--- src/hw/rtl/toeq_pkg.sv ---
// shared types and constants for the time ordered event queue
// no dependencies; used by toeq_cell and time_ordered_event_queue
package toeq_pkg;

  localparam int QUEUE_DEPTH_DEF = 16;
  localparam int TIME_BITS_DEF   = 32;
  localparam int DATA_W          = 32;
  localparam int CNT_OUT_W       = 5;

  typedef enum logic {
    FUNC_INSERT = 1'b0,
    FUNC_REMOVE = 1'b1
  } func_t;

  typedef enum logic [1:0] {
    ERR_NONE  = 2'd0,
    ERR_FULL  = 2'd1,
    ERR_EMPTY = 2'd2
  } op_err_t;

  typedef struct packed {
    logic              func;
    logic              event_kind;
    logic              service_area;
    logic [DATA_W-1:0] carried_delay;
    logic [DATA_W-1:0] event_time;
  } in_item_t;

  typedef struct packed {
    logic                 head_valid;
    logic                 head_kind;
    logic                 head_area;
    logic [DATA_W-1:0]    head_delay;
    logic [DATA_W-1:0]    head_time;
    logic [CNT_OUT_W-1:0] entry_count;
    logic [1:0]           op_error;
  } out_item_t;

  // payload carried by one cell besides its time key
  typedef struct packed {
    logic              kind;
    logic              area;
    logic [DATA_W-1:0] delay;
  } cell_data_t;

  // per-cycle command broadcast to every cell
  typedef struct packed {
    logic ins;
    logic rem;
  } toeq_ctl_t;

endpackage

--- src/hw/rtl/toeq_cell.sv ---
// one slot of the sorted event chain: compare against the new key, shift left or right
// depends on toeq_pkg
module toeq_cell
  import toeq_pkg::*;
#(
  parameter int KEY_W = TIME_BITS_DEF
) (
  input  logic             clk,
  input  logic             rst_n,
  input  toeq_ctl_t        ctl,
  input  cell_data_t       new_data,
  input  logic [KEY_W-1:0] new_key,
  input  logic             left_valid,
  input  logic             left_ge,
  input  cell_data_t       left_data,
  input  logic [KEY_W-1:0] left_key,
  input  logic             right_valid,
  input  cell_data_t       right_data,
  input  logic [KEY_W-1:0] right_key,
  output logic             valid,
  output logic             ge,
  output cell_data_t       data,
  output logic [KEY_W-1:0] key
);

  logic             valid_r, valid_nxt;
  cell_data_t       data_r, data_nxt;
  logic [KEY_W-1:0] key_r, key_nxt;

  // new entry goes at or before this slot
  assign ge = !valid_r || (key_r > new_key);

  always_comb begin
    valid_nxt = valid_r;
    data_nxt  = data_r;
    key_nxt   = key_r;
    if (ctl.ins) begin
      if (left_ge) begin
        valid_nxt = left_valid;
        data_nxt  = left_data;
        key_nxt   = left_key;
      end else if (ge) begin
        valid_nxt = 1'b1;
        data_nxt  = new_data;
        key_nxt   = new_key;
      end
    end else if (ctl.rem) begin
      valid_nxt = right_valid;
      data_nxt  = right_data;
      key_nxt   = right_key;
    end
  end

  always_ff @(posedge clk) begin
    if (!rst_n) begin
      valid_r <= 1'b0;
    end else begin
      valid_r <= valid_nxt;
    end
  end

  always_ff @(posedge clk) begin
    data_r <= data_nxt;
    key_r  <= key_nxt;
  end

  assign valid = valid_r;
  assign data  = data_r;
  assign key   = key_r;

endmodule

--- src/hw/rtl/time_ordered_event_queue.sv ---
// top level of the time ordered event queue: chain of sorting cells plus result register
// depends on toeq_pkg and toeq_cell
//
// Event queue kept sorted by event time, earliest first. An insert transaction (func 0)
// places the event after every stored entry with an equal or smaller time, so equal times
// leave in arrival order; a remove transaction (func 1) drops the earliest entry. Every
// transaction gives one result holding the head entry (all zero when the queue is empty),
// the entry count and an error code: insert into a full queue and remove from an empty
// queue leave the queue untouched and are flagged. Storage is a row of QUEUE_DEPTH
// identical cells; each cell compares its key with the incoming time in parallel and
// takes its left or right neighbor's entry in the same cycle, so one transaction is
// accepted per clock cycle unless in_stall is high. The result is registered and shows
// in the cycle after the input is accepted; the input is stalled only while a result
// waits under out_stall. Times are compared on their low TIME_BITS bits (at most 32).
// Stored entries need no clearing after reset, so input is accepted right out of reset.
module time_ordered_event_queue
  import toeq_pkg::*;
#(
  parameter int QUEUE_DEPTH = QUEUE_DEPTH_DEF,
  parameter int TIME_BITS   = TIME_BITS_DEF
) (
  input  logic      clk,
  input  logic      rst_n,
  input  logic      in_valid,
  output logic      in_stall,
  input  in_item_t  in_data,
  output logic      out_valid,
  input  logic      out_stall,
  output out_item_t out_data
);

  localparam int KEY_W = (TIME_BITS < DATA_W) ? TIME_BITS : DATA_W;
  localparam int CNT_W = $clog2(QUEUE_DEPTH + 1);

  // cell chain taps
  logic [QUEUE_DEPTH-1:0] valid_v;
  logic [QUEUE_DEPTH-1:0] ge_v;
  cell_data_t             data_a [QUEUE_DEPTH];
  logic [KEY_W-1:0]       key_a  [QUEUE_DEPTH];

  toeq_ctl_t        ctl;
  cell_data_t       new_data;
  logic [KEY_W-1:0] new_key;

  logic       accept;
  logic       is_rem;
  logic       full;
  logic       empty;

  logic [CNT_W-1:0] count_r, count_nxt;
  op_err_t          err_r, err_nxt;
  logic             out_valid_r, out_valid_nxt;

  // handshake: hold input only while a finished result is not taken
  assign in_stall = out_valid_r && out_stall;
  assign accept   = in_valid && !in_stall;

  assign is_rem = (in_data.func == FUNC_REMOVE);
  assign full   = valid_v[QUEUE_DEPTH-1];
  assign empty  = !valid_v[0];

  assign ctl.ins = accept && !is_rem && !full;
  assign ctl.rem = accept && is_rem && !empty;

  assign new_data.kind  = in_data.event_kind;
  assign new_data.area  = in_data.service_area;
  assign new_data.delay = in_data.carried_delay;
  assign new_key        = in_data.event_time[KEY_W-1:0];

  // row of cells, cell 0 holds the earliest event
  for (genvar i = 0; i < QUEUE_DEPTH; i++) begin : g_cell
    logic             l_valid, l_ge, r_valid;
    cell_data_t       l_data, r_data;
    logic [KEY_W-1:0] l_key, r_key;

    if (i == 0) begin : g_first
      assign l_valid = 1'b0;
      assign l_ge    = 1'b0;
      assign l_data  = '0;
      assign l_key   = '0;
    end else begin : g_mid_l
      assign l_valid = valid_v[i-1];
      assign l_ge    = ge_v[i-1];
      assign l_data  = data_a[i-1];
      assign l_key   = key_a[i-1];
    end

    if (i == QUEUE_DEPTH - 1) begin : g_last
      // the end of the chain shifts in an empty slot on remove
      assign r_valid = 1'b0;
      assign r_data  = '0;
      assign r_key   = '0;
    end else begin : g_mid_r
      assign r_valid = valid_v[i+1];
      assign r_data  = data_a[i+1];
      assign r_key   = key_a[i+1];
    end

    toeq_cell #(
      .KEY_W (KEY_W)
    ) u_cell (
      .clk         (clk),
      .rst_n       (rst_n),
      .ctl         (ctl),
      .new_data    (new_data),
      .new_key     (new_key),
      .left_valid  (l_valid),
      .left_ge     (l_ge),
      .left_data   (l_data),
      .left_key    (l_key),
      .right_valid (r_valid),
      .right_data  (r_data),
      .right_key   (r_key),
      .valid       (valid_v[i]),
      .ge          (ge_v[i]),
      .data        (data_a[i]),
      .key         (key_a[i])
    );
  end

  // count and error code for the result
  always_comb begin
    count_nxt = count_r;
    err_nxt   = err_r;
    if (accept) begin
      err_nxt = ERR_NONE;
      if (ctl.ins) begin
        count_nxt = count_r + CNT_W'(1);
      end else if (ctl.rem) begin
        count_nxt = count_r - CNT_W'(1);
      end else if (is_rem) begin
        err_nxt = ERR_EMPTY;
      end else begin
        err_nxt = ERR_FULL;
      end
    end
  end

  // result register: loaded on accept, cleared once taken
  always_comb begin
    if (accept) begin
      out_valid_nxt = 1'b1;
    end else if (out_stall) begin
      out_valid_nxt = out_valid_r;
    end else begin
      out_valid_nxt = 1'b0;
    end
  end

  always_ff @(posedge clk) begin
    if (!rst_n) begin
      count_r     <= '0;
      err_r       <= ERR_NONE;
      out_valid_r <= 1'b0;
    end else begin
      count_r     <= count_nxt;
      err_r       <= err_nxt;
      out_valid_r <= out_valid_nxt;
    end
  end

  // head fields come straight from cell 0, which holds still while the result waits
  assign out_valid            = out_valid_r;
  assign out_data.head_valid  = valid_v[0];
  assign out_data.head_kind   = valid_v[0] ? data_a[0].kind : 1'b0;
  assign out_data.head_area   = valid_v[0] ? data_a[0].area : 1'b0;
  assign out_data.head_delay  = valid_v[0] ? data_a[0].delay : '0;
  assign out_data.head_time   = valid_v[0] ? DATA_W'(key_a[0]) : '0;
  assign out_data.entry_count = CNT_OUT_W'(count_r);
  assign out_data.op_error    = err_r;

`ifndef NO_ASSERTIONS
  // occupied cells form a prefix whose length is the count
  a_count_matches: assert property (@(posedge clk) disable iff (!rst_n)
    $countones(valid_v) == 32'(count_r))
    else $error("cell occupancy differs from entry count");

  a_prefix: assert property (@(posedge clk) disable iff (!rst_n)
    (valid_v[QUEUE_DEPTH-1:1] & ~valid_v[QUEUE_DEPTH-2:0]) == '0)
    else $error("occupied cells are not contiguous from the head");

  // head never later than its neighbor
  a_head_order: assert property (@(posedge clk) disable iff (!rst_n)
    valid_v[1] |-> (key_a[0] <= key_a[1]))
    else $error("head entry out of time order");

  a_insert_grows: assert property (@(posedge clk) disable iff (!rst_n)
    ctl.ins |=> (count_r == $past(count_r) + CNT_W'(1)))
    else $error("accepted insert did not grow the queue");

  a_full_flag: assert property (@(posedge clk) disable iff (!rst_n)
    (out_valid_r && err_r == ERR_FULL) |-> (count_r == CNT_W'(QUEUE_DEPTH)))
    else $error("full error reported on a queue that is not full");
`endif

endmodule
--- config.mk ---
export PLATFORM = sky130hd
export DESIGN_NAME = time_ordered_event_queue
export DESIGN_NICKNAME = d
export VERILOG_FILES = /design/src/hw/rtl/toeq_pkg.sv /design/src/hw/rtl/toeq_cell.sv /design/src/hw/rtl/time_ordered_event_queue.sv
export SDC_FILE = /design/constraint.sdc
export NUM_CORES = 2
export LEC_CHECK = 0
export BUFFER_PORTS_ARGS = -buffer_cell sky130_fd_sc_hd__buf_2
export CAP_MARGIN = 0
export CORE_ASPECT_RATIO = 0.5
export CORE_UTILIZATION = 70
export CTS_BUF_LIST = sky130_fd_sc_hd__clkbuf_8
export CTS_CLUSTER_DIAMETER = 50
export DETAILED_ROUTE_END_ITERATION = 10
export GPL_TIMING_DRIVEN = 0
export PLACE_DENSITY = 0.88
export SLEW_MARGIN = 10
export SYNTH_ARGS = -nofsm -noshare
export SYNTH_HDL_FRONTEND = slang
export SYNTH_HIERARCHICAL = 1
export SYNTH_SLANG_ARGS = --single-unit
export TNS_END_PERCENT = 30
--- constraint.sdc ---
create_clock -name clk -period 16.95 [get_ports clk]
set_clock_uncertainty 0.2 [all_clocks]
set_input_delay 3.39 -clock clk [delete_from_list [all_inputs] [get_ports clk]]
set_output_delay 3.39 -clock clk [all_outputs]
set_load 0.02 [all_outputs]
==> After elaboration in Yosys (flattened, before gate mapping) <==
Index checks and enable logic that the tools add are counted.
Widths: inputs -> output; s select.
{ "totals": {"inputBits": 71, "reg_bits": 1080} }
{ "classes": {"n_lt_le_gt_ge": 16, "add_sub_neg": 2, "n_reduce_logical": 58, "n_eq_ne": 17, "mux": 200} }
{ "op_table": {"columns": ["op", "n"], "rows": [
  ["$mux 34", 63],
  ["$mux 32", 65],
  ["$gt 32x32->1", 16],
  ["$mux 1", 67],
  ["$ne 3x1->1 const B", 15],
  ["$reduce_and 2->1", 17],
  ["$logic_not 1->1", 18],
  ["$logic_or 1x1->1", 16],
  ["$mux 5", 2],
  ["$logic_and 1x1->1", 6],
  ["$mux 2", 3],
  ["$add 5x1->5 const B", 1],
  ["$sub 5x1->5 const B", 1],
  ["$ne 2x1->1 const B", 2],
  ["$reduce_bool 2->1", 1]
]} }

==> Logic depth before layout (Yosys ltp) <==
{ "logic_depth": {"ltp_word": 7, "depth_mapped": 12, "ltp_nobuf": 9} }

==> Modules after synthesis <==
The synthesis kept the hierarchy.
{ "modules_own_cells": {"columns": ["module", "instances", "seq_area_each_um2", "cells_each", "area_each_um2"], "rows": [
  ["toeq_cell (g_cell[0].u_cell ...)", 12, 2001.9, 409, 4206.5],
  ["toeq_cell (g_cell[7].u_cell ...)", 3, 2001.9, 418, 4270.3],
  ["toeq_cell (g_cell[13].u_cell)", 1, 2001.9, 411, 4204.0],
  ["time_ordered_event_queue", 1, 160.2, 123, 950.9]
]} }

==> Worst setup path after synthesis <==
Ideal clock, no wire load.
{ "synth_timing": {"path_type": "input-to-reg", "startpoint": "in in_data[30] (netlist name)", "endpoint": "reg g_cell[14].u_cell.data_r (netlist bit g_cell[14].u_cell/data[0]) (enable)", "setup_time_ns": 0.512, "required_time_ns": 16.238, "cell_stages": 12, "setup_slack_ns": 7.529, "arrival_time_ns": 8.709, "cell_sequence": "inv_1 ha_1 nand4_1 or3_1 o31ai_1 o31a_1 or2_1 clkbuf_1 buf_2 buf_2 a221oi_2 a21oi_1"} }
{ "synth_between": {"elab_chain_len": 4, "elab_cells_between_ends": 6, "classes_between": "2 x order compare; 1 x eq/ne; 3 x reduce/logical"} }
{ "synth_rtl": {"columns": ["element", "line_no", "source"], "rows": [
  ["start: declaration", "time_ordered_event_queue.sv:26", "input in_item_t in_data,"],
  ["$gt 32x32->1", "toeq_cell.sv:31", "assign ge = !valid_r || (key_r > new_key);"],
  ["$logic_or 1x1->1", "toeq_cell.sv:31", null],
  ["named net g_cell[14].l_ge", "time_ordered_event_queue.sv:72", "logic l_valid, l_ge, r_valid;"],
  ["$ne 3x1->1 (no source line)", null, null],
  ["$reduce_and 2->1 (no source line)", null, null],
  ["end signal: assignment", "toeq_cell.sv:63", "data_r <= data_nxt;"],
  ["end: declaration", "toeq_cell.sv:27", "cell_data_t data_r, data_nxt;"]
]} }
The timed path passes the listed nets, and every way through them passes these cells.
A chain may end at the register's enable or synchronous reset.

==> Worst setup path in the final report <==
{ "layout_timing": {"startpoint": "in in_data[14] (netlist name)", "endpoint": "reg g_cell[8].u_cell.data_r (netlist bit g_cell[8].u_cell/data[12]) (enable)"} }
{ "layout_between": {"elab_chain_len": 4, "elab_cells_between_ends": 6, "classes_between": "2 x order compare; 1 x eq/ne; 3 x reduce/logical"} }
{ "layout_rtl": {"columns": ["element", "line_no"], "rows": [
  ["$gt 32x32->1", "toeq_cell.sv:31"],
  ["$logic_or 1x1->1", "toeq_cell.sv:31"],
  ["named net g_cell[8].l_ge", "time_ordered_event_queue.sv:72"],
  ["$ne 3x1->1 (no source line)", null],
  ["$reduce_and 2->1 (no source line)", null],
  ["end signal: assignment", "toeq_cell.sv:63"],
  ["end: declaration", "toeq_cell.sv:27"]
]} }
The timed path passes the listed nets, and every way through them passes these cells.

==> results.tsv <==
metric	value	unit
hold_viol	0	
synth_cells	6695	
core	96100	um^2
cts_tree	done	
fin_crit	8.30	ns
r2r-end	g_cell[14].u_cell/data[10]$_DFFE_PP_	
cts-root-buf	clkbuf_8	
final-setup-viol-count	0	
wl_per_cell	23.8	um
syn_to_final_growth	9.61	%
vias_per_cell	6.57	
cts_inserted_buffers	155	
initial_core_util	0.712	
relSlewSlack	0.298	
layout_commonest_cell	a21oi_1	
drt_iter0_markers	8121	
grt_max_degree	44	
cp.depth	18	
ioPinCount	147	
multi_input_comb_area	33400	um^2
ys_warn_count	6	
cpPeakStageDelay	0.70	ns
worstPathBufferInverterCount	10	
met1_usage	0.601	
place.gp.congestion	0.956	
vdd_drop_max	71.1	uV
grt.busiest_layer	met1	
hpwl	159	mm
path_delay_family	buffers and inverters	
fp.dieW	444	um
critPathLaunch	in_data[14]	
clk-insertion-delay-late	0.89	ns
grt_pass1_vias	54300	
fin_ws	8.65	ns
finalWirelength	204	mm
syn_area	68400	um^2
crit_required	17.32	ns
rr_startpoint	g_cell[13].u_cell/key[30]$_DFFE_PP_	
post_cts_buffers	0	
syn_area_per_cell	10.2	um^2
p_leak	36.0	nW
cts_max_path_buffers	3	
fp.dieH	223	um
numPortBuffers	146	
status	complete, no violations	
use_met3	0.108	
num_vias	56400	
drv_cap	0	
tightest_slew	1.05	ns
dieArea	99100	um^2
preCtsSetupSlack	8.02	ns
ant_nets	0	
grt_util_all_layers	0.403	
fin_area	75000	um^2
end_kind	flip-flop	
r2r_slack	11.54	ns
fin_nets	7767	
fillCellCount	6177	
postPlaceCellArea	72200	um^2
rsz0062_at_grt	no	
critPathKind	input port to flip-flop	
route.detailed.drc	0	
cp_max_fo	32	
met2_usage	0.570	
cts_resized	0	
final_cell_mix	1245 x a21oi_1, 1097 x nor2_1, 1063 x mux2i_1	
cts_hold_buffers	0	
drive_gt1_frac	0.0817	
h-tree-depth	4	
cp_cell_sequence	buf_2, inv_1, ha_1, nand4_1, nor4_2, a21boi_1, o31ai_1, o21ai_0, clkbuf_1, buf_4, buf_2, mux2i_1, o211ai_1, buf_4, buf_4, buf_4, buf_4, buf_4	
critPathArrivalTime	8.67	ns
crit_top_cell	buf_4	
cts.sinks	1080	
max_freq	120	MHz
seqCellArea	32200	um^2
fin_util	0.781	
fin_setup_tns	0	ns
num_rows	80	
start_kind	input port	
cpMaxStageDelayCell	buf_2	
hp-class	flip-flop to flip-flop	
grt_pass1_wl	309	mm
grt_overflow	0	
post-route-period-util	0.490	
slew_violations	0	
post-place-cells	8294	
instances_no_fill	8578	
cts.clk_slew.worst_paths	0.07	ns
power.density	95.0	nW/um^2
reg2regPathDepth	14	
antenna_found_initial	5	
drtPass1Iterations	9	
crit_end	g_cell[8].u_cell/data[12]$_DFFE_PP_	
worst register-to-register path, stage by stage, from the launching register on:
cell and delay, ns:
edfxtp_1 0.46, ha_1 0.36, nand4_1 0.17, or3_1 0.45, o31ai_1 0.40, o31a_1 0.27, or2_1 0.12, clkbuf_1 0.38
buf_2 0.44, buf_2 0.44, a221oi_2 0.14, a21oi_4 0.68, buf_16 0.25, buf_16 0.17, buf_16 0.17
metal layers:
layer / share of wire / wire length [um]
met1: 0.41 / 83000
met2: 0.41 / 82900
met3: 0.16 / 32300
met4: 0.031 / 6300
met5: 0 / 0
area by class of cell:
cell class | instances | area share
multi-input cells | 4853 | 0.445
diodes | 8 | 0.000267
well taps | 1271 | 0.0212
plain buffers | 376 | 0.0209
flip-flops and latches | 1080 | 0.429
clock inverters | 113 | 0.00691
clock buffers | 163 | 0.0299
repair buffers | 194 | 0.0208
inverters | 520 | 0.0260
stage by stage:
step	hold WS [ns]	total power, mW
floorplan	0.306	4.57
CTS	0.276	7.06
detailed placement	0.265	5.13
finish	0.279	7.13
global route	0.305	7.37
global placement	0.252	5.00
sequential cells by signal, indices dropped and copies added (netlist names):
name / cells
g_cell.u_cell/data: 544
g_cell.u_cell/key: 512
g_cell.u_cell/valid: 16
count_r: 5
err_r: 2
out_valid: 1
report_power, final:
part / total (mW) / internal, mW / switching [mW] / leakage, nW
clock: 1.97 / 0.916 / 1.06 / 1.64
combinational: 1.62 / 0.611 / 1.01 / 24.3
sequential: 3.53 / 3.29 / 0.242 / 10.0
total: 7.13 / 4.82 / 2.31 / 36.0
worst min-delay path by stage:
stage                                    startpoint                       to  slack (ns)  cells after the start
3_3_place_gp                count_r[4]$_SDFFE_PN0P_  count_r[4]$_SDFFE_PN0P_        0.25                      2
6_report                    count_r[4]$_SDFFE_PN0P_  count_r[4]$_SDFFE_PN0P_        0.28                      2
4_1_cts                     count_r[4]$_SDFFE_PN0P_  count_r[4]$_SDFFE_PN0P_        0.28                      2
3_5_place_dp                count_r[4]$_SDFFE_PN0P_  count_r[4]$_SDFFE_PN0P_        0.26                      2
5_1_grt                     count_r[4]$_SDFFE_PN0P_  count_r[4]$_SDFFE_PN0P_        0.30                      2
2_1_floorplan  g_cell[15].u_cell/valid$_SDFFE_PN0P_    err_r[0]$_SDFFE_PN0P_        0.31                      2
(Power assumes the default switching activity.)
